[src/sv/ldrd_pkg.sv]
// Shared types and constants for the length-prefixed request deframer.
package ldrd_pkg;

  // Every header field is a 32-bit little-endian value of four bytes.
  localparam logic [31:0] HDR_BYTES = 32'd4;

  // Result kinds.
  localparam logic [1:0] KIND_BYTE      = 2'd0;
  localparam logic [1:0] KIND_EMPTY     = 2'd1;
  localparam logic [1:0] KIND_NO_STRING = 2'd2;
  localparam logic [1:0] KIND_ERROR     = 2'd3;

  // Parser phases, one-hot.
  typedef enum logic [4:0] {
    PH_FLEN  = 5'b00001,
    PH_COUNT = 5'b00010,
    PH_SLEN  = 5'b00100,
    PH_DATA  = 5'b01000,
    PH_SKIP  = 5'b10000
  } phase_t;

  // One result as it travels through the result queue.
  typedef struct packed {
    logic [1:0]  kind;
    logic [7:0]  data_byte;
    logic [31:0] string_index;
    logic        last_in_string;
    logic        last_in_frame;
    logic        frame_error;
  } res_t;

  localparam int RES_W = $bits(res_t);

endpackage

[src/sv/length_prefixed_request_deframer.sv]
// Request bytes are registered in the input queue, results in the result queue.
// Throughput: one byte per cycle if the result queue has room; single byte step.
// Input and result queues decouple both sides; the parser advances only with room.
// Reset: synchronous, active low; clears both queues and all parser state.
// After reset the parser waits for the first byte of a frame length.
module length_prefixed_request_deframer #(
  parameter int IN_DEPTH  = 2,
  parameter int OUT_DEPTH = 2
) (
  input  logic        clk,
  input  logic        rst_n,
  input  logic        in_push,
  output logic        in_full,
  input  logic [7:0]  in_byte,
  output logic        out_empty,
  input  logic        out_pop,
  output logic [1:0]  out_kind,
  output logic [7:0]  out_data_byte,
  output logic [31:0] out_string_index,
  output logic        out_last_in_string,
  output logic        out_last_in_frame,
  output logic        out_frame_error
);
  import ldrd_pkg::*;

  logic       byte_empty;
  logic [7:0] byte_data;
  logic       byte_pop;
  logic       res_full;
  logic       res_push;
  res_t       res_in;
  res_t       res_out;

  // Front: request byte queue.
  ldrd_fifo #(
    .WIDTH (8),
    .DEPTH (IN_DEPTH)
  ) u_in_q (
    .clk   (clk),
    .rst_n (rst_n),
    .push  (in_push),
    .wdata (in_byte),
    .full  (in_full),
    .pop   (byte_pop),
    .rdata (byte_data),
    .empty (byte_empty)
  );

  // Back: frame parser.
  ldrd_parser u_parser (
    .clk        (clk),
    .rst_n      (rst_n),
    .byte_valid (!byte_empty),
    .byte_data  (byte_data),
    .byte_pop   (byte_pop),
    .res_full   (res_full),
    .res_push   (res_push),
    .res_data   (res_in)
  );

  // Result queue toward the consumer.
  ldrd_fifo #(
    .WIDTH (RES_W),
    .DEPTH (OUT_DEPTH)
  ) u_out_q (
    .clk   (clk),
    .rst_n (rst_n),
    .push  (res_push),
    .wdata (res_in),
    .full  (res_full),
    .pop   (out_pop),
    .rdata (res_out),
    .empty (out_empty)
  );

  assign out_kind           = res_out.kind;
  assign out_data_byte      = res_out.data_byte;
  assign out_string_index   = res_out.string_index;
  assign out_last_in_string = res_out.last_in_string;
  assign out_last_in_frame  = res_out.last_in_frame;
  assign out_frame_error    = res_out.frame_error;

endmodule

[src/sv/ldrd_fifo.sv]
// Small first-word-fall-through queue built from registers.
module ldrd_fifo #(
  parameter int WIDTH = 8,
  parameter int DEPTH = 2
) (
  input  logic             clk,
  input  logic             rst_n,
  input  logic             push,
  input  logic [WIDTH-1:0] wdata,
  output logic             full,
  input  logic             pop,
  output logic [WIDTH-1:0] rdata,
  output logic             empty
);

  localparam int PTR_W = (DEPTH > 1) ? $clog2(DEPTH) : 1;
  localparam int CNT_W = $clog2(DEPTH + 1);
  localparam logic [PTR_W-1:0] PTR_LAST = PTR_W'(DEPTH - 1);
  localparam logic [CNT_W-1:0] CNT_FULL = CNT_W'(DEPTH);

  logic [WIDTH-1:0] mem_r [DEPTH];
  logic [PTR_W-1:0] wr_ptr_r, wr_ptr_nxt;
  logic [PTR_W-1:0] rd_ptr_r, rd_ptr_nxt;
  logic [CNT_W-1:0] count_r, count_nxt;
  logic             do_push, do_pop;

  assign full    = (count_r == CNT_FULL);
  assign empty   = (count_r == '0);
  assign rdata   = mem_r[rd_ptr_r];
  assign do_push = push && !full;
  assign do_pop  = pop && !empty;

  // Pointer and fill count updates.
  always_comb begin
    wr_ptr_nxt = wr_ptr_r;
    rd_ptr_nxt = rd_ptr_r;
    count_nxt  = count_r;
    if (do_push) begin
      wr_ptr_nxt = (wr_ptr_r == PTR_LAST) ? '0 : wr_ptr_r + 1'b1;
    end
    if (do_pop) begin
      rd_ptr_nxt = (rd_ptr_r == PTR_LAST) ? '0 : rd_ptr_r + 1'b1;
    end
    if (do_push && !do_pop) begin
      count_nxt = count_r + 1'b1;
    end else if (do_pop && !do_push) begin
      count_nxt = count_r - 1'b1;
    end
  end

  always_ff @(posedge clk) begin
    if (!rst_n) begin
      wr_ptr_r <= '0;
      rd_ptr_r <= '0;
      count_r  <= '0;
    end else begin
      wr_ptr_r <= wr_ptr_nxt;
      rd_ptr_r <= rd_ptr_nxt;
      count_r  <= count_nxt;
    end
  end

  // Storage needs no reset; only the entries between the pointers are read.
  always_ff @(posedge clk) begin
    if (do_push) begin
      mem_r[wr_ptr_r] <= wdata;
    end
  end

endmodule

[src/sv/ldrd_parser.sv]
// Frame parser: walks headers and strings one byte per cycle while results have room.
module ldrd_parser (
  input  logic          clk,
  input  logic          rst_n,
  input  logic          byte_valid,
  input  logic [7:0]    byte_data,
  output logic          byte_pop,
  input  logic          res_full,
  output logic          res_push,
  output ldrd_pkg::res_t res_data
);
  import ldrd_pkg::*;

  phase_t      phase_r, phase_nxt;
  logic [1:0]  hbc_r, hbc_nxt;
  logic [31:0] hdr_shift_r, hdr_shift_nxt;
  logic [31:0] frame_left_r, frame_left_nxt;
  logic [31:0] strings_left_r, strings_left_nxt;
  logic [31:0] str_left_r, str_left_nxt;
  logic [31:0] cur_str_r, cur_str_nxt;

  logic        step;
  logic        emit;
  logic        do_close;
  logic        do_leave;
  logic        close_lif;
  logic        close_err;
  logic [31:0] hdr_value;
  logic        hdr_done;
  res_t        res;

  // A byte is taken only when the result queue has room for what it may cause.
  assign step     = byte_valid && !res_full;
  assign byte_pop = step;
  assign res_push = step && emit;
  assign res_data = res;

  always_comb begin
    phase_nxt        = phase_r;
    hbc_nxt          = hbc_r;
    hdr_shift_nxt    = hdr_shift_r;
    frame_left_nxt   = frame_left_r;
    strings_left_nxt = strings_left_r;
    str_left_nxt     = str_left_r;
    cur_str_nxt      = cur_str_r;
    emit             = 1'b0;
    do_close         = 1'b0;
    do_leave         = 1'b0;
    close_lif        = 1'b0;
    close_err        = 1'b0;
    res              = '0;
    hdr_value        = {byte_data, hdr_shift_r[31:8]};
    hdr_done         = (hbc_r == 2'd3);

    case (phase_r)
      // Skip the rest of a bad frame or its trailing bytes.
      PH_SKIP: begin
        if (frame_left_r != '0) begin
          frame_left_nxt = frame_left_r - 1'b1;
        end
        if (frame_left_nxt == '0) begin
          phase_nxt = PH_FLEN;
        end
      end

      // String body bytes.
      PH_DATA: begin
        if (frame_left_r != '0) begin
          frame_left_nxt = frame_left_r - 1'b1;
        end
        if (str_left_r != '0) begin
          str_left_nxt = str_left_r - 1'b1;
        end
        emit               = 1'b1;
        res.kind           = KIND_BYTE;
        res.data_byte      = byte_data;
        res.string_index   = cur_str_r;
        if (str_left_nxt == '0) begin
          do_close           = 1'b1;
          res.last_in_string = 1'b1;
        end
      end

      // Header phases; an invalid phase code acts as the frame-length header.
      default: begin
        if (phase_r != PH_FLEN && phase_r != PH_COUNT && phase_r != PH_SLEN) begin
          phase_nxt = PH_FLEN;
        end
        if ((phase_r == PH_COUNT || phase_r == PH_SLEN) && frame_left_r != '0) begin
          frame_left_nxt = frame_left_r - 1'b1;
        end
        hbc_nxt       = hbc_r + 1'b1;
        hdr_shift_nxt = hdr_value;
        if (hdr_done) begin
          hbc_nxt       = '0;
          hdr_shift_nxt = '0;
          if (phase_r == PH_COUNT) begin
            // String count complete.
            strings_left_nxt = hdr_value;
            cur_str_nxt      = '0;
            if (hdr_value == '0) begin
              emit              = 1'b1;
              res.kind          = KIND_NO_STRING;
              res.last_in_frame = 1'b1;
              do_leave          = 1'b1;
            end else if (frame_left_nxt < HDR_BYTES) begin
              emit            = 1'b1;
              res.kind        = KIND_ERROR;
              res.frame_error = 1'b1;
              do_leave        = 1'b1;
            end else begin
              phase_nxt = PH_SLEN;
            end
          end else if (phase_r == PH_SLEN) begin
            // String length complete.
            res.string_index = cur_str_r;
            if (hdr_value > frame_left_nxt) begin
              emit            = 1'b1;
              res.kind        = KIND_ERROR;
              res.frame_error = 1'b1;
              do_leave        = 1'b1;
            end else if (hdr_value == '0) begin
              emit               = 1'b1;
              res.kind           = KIND_EMPTY;
              res.last_in_string = 1'b1;
              do_close           = 1'b1;
            end else begin
              str_left_nxt = hdr_value;
              phase_nxt    = PH_DATA;
            end
          end else begin
            // Frame length complete.
            frame_left_nxt   = hdr_value;
            strings_left_nxt = '0;
            str_left_nxt     = '0;
            cur_str_nxt      = '0;
            if (hdr_value < HDR_BYTES) begin
              emit            = 1'b1;
              res.kind        = KIND_ERROR;
              res.frame_error = 1'b1;
              do_leave        = 1'b1;
            end else begin
              phase_nxt = PH_COUNT;
            end
          end
        end
      end
    endcase

    // Closing a string: end the frame, flag a missing header, or expect the next one.
    if (do_close) begin
      if (strings_left_r != '0) begin
        strings_left_nxt = strings_left_r - 1'b1;
      end
      if (strings_left_nxt == '0) begin
        close_lif = 1'b1;
        do_leave  = 1'b1;
      end else begin
        cur_str_nxt = cur_str_r + 1'b1;
        if (frame_left_nxt < HDR_BYTES) begin
          close_err = 1'b1;
          do_leave  = 1'b1;
        end else begin
          hbc_nxt       = '0;
          hdr_shift_nxt = '0;
          phase_nxt     = PH_SLEN;
        end
      end
      res.last_in_frame = close_lif;
      res.frame_error   = close_err;
    end

    // Leaving a frame: skip what remains of it or start the next header.
    if (do_leave) begin
      hbc_nxt       = '0;
      hdr_shift_nxt = '0;
      phase_nxt     = (frame_left_nxt != '0) ? PH_SKIP : PH_FLEN;
    end
  end

  always_ff @(posedge clk) begin
    if (!rst_n) begin
      phase_r        <= PH_FLEN;
      hbc_r          <= '0;
      hdr_shift_r    <= '0;
      frame_left_r   <= '0;
      strings_left_r <= '0;
      str_left_r     <= '0;
      cur_str_r      <= '0;
    end else if (step) begin
      phase_r        <= phase_nxt;
      hbc_r          <= hbc_nxt;
      hdr_shift_r    <= hdr_shift_nxt;
      frame_left_r   <= frame_left_nxt;
      strings_left_r <= strings_left_nxt;
      str_left_r     <= str_left_nxt;
      cur_str_r      <= cur_str_nxt;
    end
  end

endmodule

[config.mk]
export PLATFORM = sky130hd
export DESIGN_NAME = length_prefixed_request_deframer
export DESIGN_NICKNAME = d
export VERILOG_FILES = /design/src/sv/ldrd_pkg.sv /design/src/sv/length_prefixed_request_deframer.sv /design/src/sv/ldrd_fifo.sv /design/src/sv/ldrd_parser.sv
export SDC_FILE = /design/constraint.sdc
export NUM_CORES = 1
export LEC_CHECK = 0
export ABC_AREA = 0
export BUFFER_PORTS_ARGS = -buffer_cell sky130_fd_sc_hd__buf_2
export CAP_MARGIN = 20
export CORE_AREA = 2 2 137 273
export CTS_CLUSTER_SIZE = 40
export DETAILED_ROUTE_END_ITERATION = 8
export DIE_AREA = 0 0 139 275
export PLACE_DENSITY = 0.69
export REMOVE_ABC_BUFFERS = 1
export SLEW_MARGIN = 20
export SYNTH_ARGS = -nofsm -noshare
export SYNTH_HDL_FRONTEND = slang
export SYNTH_HIERARCHICAL = 1
export SYNTH_SLANG_ARGS = --single-unit
[constraint.sdc]
create_clock -name clk -period 8.4 [get_ports clk]
set_input_delay 0.84 -clock clk [delete_from_list [all_inputs] [get_ports clk]]
set_output_delay 0.84 -clock clk [all_outputs]
set_load 0.005 [all_outputs]
==> results of run 1 <==
sequential cells by signal, indices dropped and copies added, names as in the netlist, 5 cells and up, named ones only:
signal                   count
u_in_q/mem_r                16
u_out_q/mem_r               90
u_parser/cur_str_r          32
u_parser/frame_left_r       32
u_parser/hdr_shift_r        24
u_parser/phase_r             5
u_parser/str_left_r         32
u_parser/strings_left_r     32
power by group:
| group | leakage, nW | total (mW) | switching, mW | internal (mW) |
|---|---|---|---|---|
| logic | 4.08 | 2.93 | 1.95 | 0.985 |
| registers | 2.34 | 1.81 | 0.314 | 1.49 |
| clock network | 0.453 | 1.32 | 0.559 | 0.760 |
| total | 6.88 | 6.06 | 2.82 | 3.24 |
cell type report:
cell class | count | area (um2) | area share
inverters | 41 | 155.1 | 0.008035
well taps | 454 | 568.0 | 0.02942
clock buffers | 32 | 704.4 | 0.03648
multi-input cells | 1632 | 10560 | 0.5468
repair buffers | 87 | 508.0 | 0.02631
flip-flops and latches | 275 | 6570 | 0.3402
clock inverters | 18 | 245.2 | 0.01270
Yosys cell counts (9+ instances only):
master / count / area [um2]
mux2_2: 60 / 675.7
or4_1: 25 / 187.7
xnor2_1: 44 / 385.4
xor2_1: 30 / 262.8
nor2_1: 215 / 807.0
a22o_1: 29 / 254.0
o32ai_1: 9 / 78.83
nand3_1: 66 / 330.3
a22oi_1: 23 / 172.7
a221oi_1: 17 / 148.9
a31oi_1: 16 / 100.1
o22ai_1: 13 / 81.33
a21o_1: 15 / 112.6
nand2_1: 178 / 668.1
edfxtp_1: 106 / 3183
o21a_1: 10 / 75.07
clkbuf_1: 122 / 457.9
and2_1: 63 / 394.1
a311oi_1: 12 / 105.1
o211ai_1: 11 / 82.58
a21oi_1: 112 / 560.5
o31ai_1: 12 / 90.09
ha_1: 41 / 513.0
o31a_1: 9 / 78.83
a211oi_1: 39 / 292.8
nor4_1: 57 / 356.6
or3_1: 42 / 262.8
o21ai_0: 82 / 410.4
mux2i_1: 30 / 300.3
nor3b_1: 10 / 75.07
dfxtp_1: 169 / 3383
nor3_1: 108 / 540.5
o21ai_1: 11 / 55.05
a32o_1: 15 / 150.1
inv_1: 38 / 142.6
nand4_1: 39 / 244.0
nand2b_1: 19 / 118.9
a211o_1: 22 / 192.7
buf_2: 18 / 90.09
worst register-to-register path: stages (launching register included):
cell,delay [ps]
dfxtp_1,470
nor4_1,840
nand4_1,340
o31ai_2,770
buf_4,340
nor2_1,100
xnor2_1,150
ha_1,320
nand4_1,150
nor2_1,140
nand3_1,100
or3_1,400
a211oi_1,440
o21ai_1,290
a21oi_4,820
buf_4,380
mux2i_1,210
o22ai_1,90
and2_1,190
per-layer routing:
layer | wire length, um | vias to the layer above
met2 | 27310 | 926
met1 | 24480 | 8154
li1 | - | 7832
met4 | 3661 | 0
met5 | 0 | -
met3 | 5999 | 229
worst max-delay path by stage:
stage	start	endpoint	depth (start not counted)
after floorplan	u_parser/frame_left_r[0]	u_out_q/mem_r[0][0]	21
after global placement	u_parser/frame_left_r[0]	u_parser/hbc_r[0]	20
after detailed placement	u_parser/frame_left_r[0]	u_parser/hbc_r[0]	20
after CTS	u_parser/frame_left_r[0]	u_parser/hbc_r[0]	20
after global routing	u_parser/frame_left_r[7]	u_parser/strings_left_r[3]	18
final	u_parser/frame_left_r[7]	u_parser/strings_left_r[3]	18
through the flow:
step                      cell area, um2  utilization  total power [mW]  hold slack [ps]  setup WS (ps)
after CTS                          19300       0.5335             5.974            443.1           1828
after floorplan                    17220            -             3.650            436.3           1587
after global placement             18350       0.5072             4.676            450.2           1955
after global routing               19310       0.5339             6.354            451.0           1417
after detailed placement           18350       0.5072             4.649            455.6           1855
final                              19310       0.5339             6.058            458.8           1769
cells in the final DEF (no fill, tap or decap), drive strengths merged, types with 16 or more instances in the layout:
| cell | count |
|---|---|
| xnor2 | 44 |
| nor4 | 65 |
| and2 | 64 |
| a221oi | 17 |
| a31oi | 16 |
| a211o | 22 |
| a21o | 17 |
| a22oi | 23 |
| or4 | 27 |
| nor3 | 117 |
| nand3 | 66 |
| nand2b | 19 |
| or3 | 44 |
| xor2 | 30 |
| mux2 | 63 |
| a211oi | 39 |
| a22o | 29 |
| a21oi | 113 |
| mux2i | 30 |
| edfxtp | 106 |
| buf | 87 |
| ha | 41 |
| clkbuf | 32 |
| nand4 | 40 |
| nor2 | 215 |
| o21ai | 94 |
| nand2 | 178 |
| dfxtp | 169 |
| inv | 42 |
kinds of logic after synthesis:
kind of cell / count (synthesis)
adders and majority gates: 41
xor gates and xnor gates: 74
AOI/OAI and AO/OA: 522
muxes: 93
buffers and inverters: 198
and+or+nand+nor: 902
DFF: 275
==> impl_results.md, run 1 <==
* CTS tree: done
* GR Util met3 at 0.05100
* Reg2Reg Depth at 18
* FILL cells at 3433
* Fraction of layout cells with a size suffix above 1 at 0.1180
* Vias in the first global route at around 16000
* CP max stage delay at 840 ps
* 1st-iter DRT viols at 1962
* Met1 Use GR at 0.4174
* GP Congestion at 0.9926
* Area delta synth->final at 7.999%
* All-Layer GR Usage at 0.3104
* CP top delay family: compound AO/OA/AOI/OAI gates
* Die Wd at approximately 140 um
* PwrDens at 313.8 nW/um2
* Worst Setup End Kind: flop
* Reg-to-Reg Start: u_parser/frame_left_r[7]
* Slew headroom at 0.3097
* Via Count at 17141
* Post-CTS Hold Buffers at 0
* Max-slew violations at 0
* Mapped Cells at between 2000 and 2500
* Register area share after synthesis at 0.3672
* Status: completed
* Final net count at ~2100
* Ant. Diodes at 0
* Clock Tree Root: clkbuf_16
* Flop2flop setup slack at between 1500 and 2000 ps
* Adder-cell area share of the yosys netlist at 0.02869
* Synth warn at 6
* Leak pwr at 6.875 nW
* First-pass GRT wire length at about 94 mm
* TritonCTS buffer count at 27
* Residual DRC at 0
* Crit-path slowest cell: nor4_1
* Initial DRT Pass Iterations at 6
* Worst Hold Class: primary input to flop
* WP data required at a little under 9000 ps
* Hold Vio Cnt, Final at 0
* CP Buf/Inv Count at 2
* Layout Cells excl Fill at about 2500
* Placement Rows at 99
* Syn Area/Cell at 8.494 um2
* Clk_lat worst skew at ~580 ps
* Gr ovfl total at 0
* H-Tree Depth at 1
* Post-synth ARST share at 0
* WHS Endpoint: u_in_q/mem_r[0][5]
* Post-cts resize count at 0
* Skew final at between 10 and 15 ps
* Wire length per cell after detailed routing at 24.21 um
* Fin crit period at 6631 ps
* Maximum clock path buffer count at 3
* DIE HEIGHT at approximately 280 um
* Mux cell area share after synthesis at 0.05647
* Core area at 36170 um2
* Largest family of logic cells by synthesized area: simple AND/OR/NAND/NOR gates
* Reg clk slew, reported paths at 70 ps
* Final setup violation count at 0
* Arr. time, crit path at roughly 7100 ps
* Mapped Area at between 15000 and 20000 um2
* Synth Area in Compound Gates at 0.2028
* Max-Cap Viols at 0
* GRT busiest layer: met2
* Final Cycle Share at 0.7894
* WS Path Type: flop to flop
* Post-Place Cells at approximately 2500
* Die footprint at about 38000 um2
* HP Start: in_byte[5]
* Largest net degree at the start of global routing at 60
* DP Wirelength at approximately 42 mm
* Reg2reg end: u_parser/strings_left_r[3]
* Initial core utilization at 0.4943
* Post-synth EDFFs at between 100 and 150
* WL final at between 60 and 70 mm
* Synth Flop Type: dfxtp_1
* Antenna viol nets, final at 0
* PortBufs at 58
* Maximum VDD drop at between 300 and 400 uV
* CP Max Fanout at 29
* Synth Area in Simple Gates at 0.2632
* RSZ-0062 raised after global routing: no
* Setup crit start kind: flop
* Synth unique cells at 93
* Synth Area in XOR/XNOR at 0.03625
* Post-route setup TNS at 0 ps
* Clock Sinks at approximately 280
* Critical path, cell by cell: nor4_1 -> nand4_1 -> o31ai_2 -> buf_4 -> nor2_1 -> xnor2_1 -> ha_1 -> nand4_1 -> nor2_1 -> nand3_1 -> or3_1 -> a211oi_1 -> o21ai_1 -> a21oi_4 -> buf_4 -> mux2i_1 -> o22ai_1 -> and2_1
* # IOs at 59
* Number of vias per cell at 6.751
* Antenna violations before repair at 0
* Actual slew at the worst max-slew pin at around 1000 ps
* Maximum clock rate at approximately 0.15 GHz
* Yosys reg bits at 275
* Post-CTS setup buffer count at 0
* Hold Path Depth at 1
* Met2 Resource Use GR at 0.4857
Note: power is estimated with default switching activity, not from simulation.
==> run 2, diff against run 1 <==
==> constraint.sdc (replaced) <==
create_clock -name clk -period 6.9 [get_ports clk]
set_input_delay 0.69 -clock clk [delete_from_list [all_inputs] [get_ports clk]]
set_output_delay 0.69 -clock clk [all_outputs]
set_load 0.005 [all_outputs]
==> run 2 against run 1 <==
Against the previous run:
- clock power is 23% higher
- fmax increased by 7.5%
- combinational power grew 25%
- via count up 0.39%
- critical path type unchanged
- largest cell class unchanged
- largest power group unchanged
- highest routed layer unchanged
==> impl_results.md, run 2 (synthesis gave the netlist of run 1 again) <==
* Status: completed
* 1st-iter DRT viols at 2147 (+9.4%)
* CP Capture Point: u_parser/cur_str_r[7]
* GR Util met3 at 0.05274 (+0.001741)
* WP data required at 7370 ps (-1510 ps)
* DP Wirelength at 42.63 mm (+1.2%)
* Initial DRT Pass Iterations at 5 (-1)
* Clock Tree Root: clkbuf_16
* Arr. time, crit path at 6630 ps (-480 ps)
* Number of vias per cell at 6.703 (-0.71%)
* Wire length per cell after detailed routing at 23.97 um (-0.97%)
* Final Cycle Share at 0.8938 (+0.1044)
* Max-Cap Viols at 0 (unchanged)
* Maximum clock rate at 0.1621 GHz (+7.5%)
* Setup crit start kind: flop
* Fin crit period at 6167 ps (-464.0 ps)
* PwrDens at 380.9 nW/um2 (+21%)
* Antenna viol nets, final at 0 (unchanged)
* Via Count at 17207 (+0.39%)
* Hold Vio Cnt, Final at 0 (unchanged)
* Worst Hold Class: primary input to flop
* Largest register FFs at 90 (unchanged)
* Post-route setup TNS at 0 ps (unchanged)
* # IOs at 59 (unchanged)
* Core area at 36170 um2 (unchanged)
* CP Buf/Inv Count at 1 (-1)
* Die footprint at 38230 um2 (unchanged)
* Fraction of layout cells with a size suffix above 1 at 0.1301 (+0.01216)
* Maximum VDD drop at 463.1 uV (+36%)
* Reg2Reg Depth at 19 (+1)
* CP top delay family: simple AND/OR/NAND/NOR gates
* Ant. Diodes at 0 (unchanged)
* Leak pwr at 7.039 nW (+2.4%)
* Clock Sinks at 275 (unchanged)
* Reg-to-Reg Start: u_parser/frame_left_r[2]
* Placement Rows at 99 (unchanged)
* Met2 Resource Use GR at 0.4846 (-0.001167)
* Largest reg by FF count: u_out_q/mem_r
* CTS tree: done
* WS Path Type: flop to flop
* Post-CTS Hold Buffers at 0 (unchanged)
* Worst Setup End Kind: flop
* Largest net degree at the start of global routing at 58 (-3.3%)
* Die Wd at 139 um (unchanged)
* Worst Setup SP: u_parser/frame_left_r[2]
* H-Tree Depth at 1 (unchanged)
* DIE HEIGHT at 275 um (unchanged)
* Flop2flop setup slack at 730 ps (-1040 ps)
* Skew final at 15.56 ps (+1.239 ps)
* All-Layer GR Usage at 0.3104 (about the same)
* Slew headroom at 0.2920 (-0.01773)
* Met1 Use GR at 0.4138 (-0.003631)
* PortBufs at 58 (unchanged)
* Most frequent cells in the layout: nor2_1, nand2_1, dfxtp_1
* WP depth at 19 (+1)
* RSZ-0062 raised after global routing: no
* Post-cts resize count at 0 (unchanged)
* Post-CTS setup buffer count at 0 (unchanged)
* Most common cell after layout, fill and taps aside: nor2_1
* CP max stage delay at 680 ps (-160 ps)
* Initial core utilization at 0.4943 (unchanged)
* FILL cells at 3337 (-2.8%)
* TritonCTS buffer count at 28 (+3.7%)
* GRT busiest layer: met2
* Critical path, cell by cell: or4_1 -> nor3_2 -> nand3_1 -> nor3_2 -> nand2_1 -> nor2_1 -> xnor2_1 -> ha_1 -> nand4_1 -> nor3_1 -> nand3_1 -> a221oi_1 -> nor3_1 -> o21ai_1 -> a21o_2 -> or2_1 -> buf_4 -> nor3_1 -> a211o_1
* Crit-path slowest cell: or4_1
* Antenna violations before repair at 0 (unchanged)
* Clk_lat worst skew at 580 ps (about the same)
* Actual slew at the worst max-slew pin at 1059 ps (+26.54 ps)
* CP most frequent cell: nor3_1
* Area delta synth->final at 9.356%
* Vias in the first global route at 15979 (+1.9%)
* CP Max Fanout at 15 (-48%)
* Reg2reg end: u_parser/cur_str_r[7]
* Gr ovfl total at 0 (unchanged)
* Reg clk slew, reported paths at 70 ps (about the same)
* Final net count at 2144 (+1.3%)
* Final setup violation count at 0 (unchanged)
* Maximum clock path buffer count at 3 (unchanged)
* Final Util at 0.5406 (+0.006711)
* Max-slew violations at 0 (unchanged)
* PnR Total Power at 7.448 mW (+23%)
* Residual DRC at 0 (unchanged)
* WL final at 61.54 mm (+0.13%)
* First-pass GRT wire length at 94.05 mm (-0.17%)
* GP Congestion at 0.9965 (+0.39%)
## run 2: cell types whose count changed in the layout (fill, tap and decap cells not counted), sizes merged
cell,before,now
buf,87,113
bufinv,5,3
clkbuf,32,38
inv,42,41
clkinv,8,10
clkinvlp,4,1
## run 2: how the worst min path moves through the flow
stage	startpoint	endpoint	cells after the start
2_1_floorplan	u_parser/hbc_r[1]	u_parser/hbc_r[1]	1
3_3_place_gp	u_parser/hbc_r[1]	u_parser/hbc_r[1]	1
3_5_place_dp	u_parser/hbc_r[1]	u_parser/hbc_r[1]	1
4_1_cts	in_byte[5]	u_in_q/mem_r[1][5]	1
5_1_grt	in_byte[5]	u_in_q/mem_r[1][5]	1
6_report	in_byte[5]	u_in_q/mem_r[1][5]	1
## run 2: routing by layer
layer | vias to the layer above | part of all wire
li1 | 7883 | -
met3 | 204 | 0.090
met5 | - | 0
met1 | 8209 | 0.41
met4 | 0 | 0.058
met2 | 911 | 0.44
## run 2: power by group
group | leakage [nW] | switching, mW | total, mW | internal [mW]
Combinational | 4.21 | 2.41 | 3.65 | 1.25
Clock | 0.486 | 0.681 | 1.62 | 0.941
Sequential | 2.34 | 0.355 | 2.17 | 1.82
Total | 7.04 | 3.44 | 7.45 | 4.01
## run 2: final cells by class
| cell class | instances | area, um2 | share of cell area |
|---|---|---|---|
| Clock inverter | 14 | 178.9 | 0.009151 |
| Inverter | 41 | 155.1 | 0.007935 |
| Multi-Input combinational cell | 1632 | 10560 | 0.5398 |
| Tap cell | 454 | 568.0 | 0.02905 |
| Clock buffer | 38 | 809.5 | 0.04140 |
| Sequential cell | 275 | 6570 | 0.3360 |
| Timing Repair Buffer | 113 | 715.7 | 0.03660 |
## run 2: metrics by stage
stage	setup slack (ps)	instances	area [um2]	hold slack (ps)
final	732.7	2567	19550	304.7
after global routing	380.6	2567	19550	307.9
after CTS	868.9	2567	19540	291.5
after floorplan	87.12	1948	17220	436.3
after detailed placement	897.4	2515	18550	464.0
after global placement	1059	2515	18550	448.7
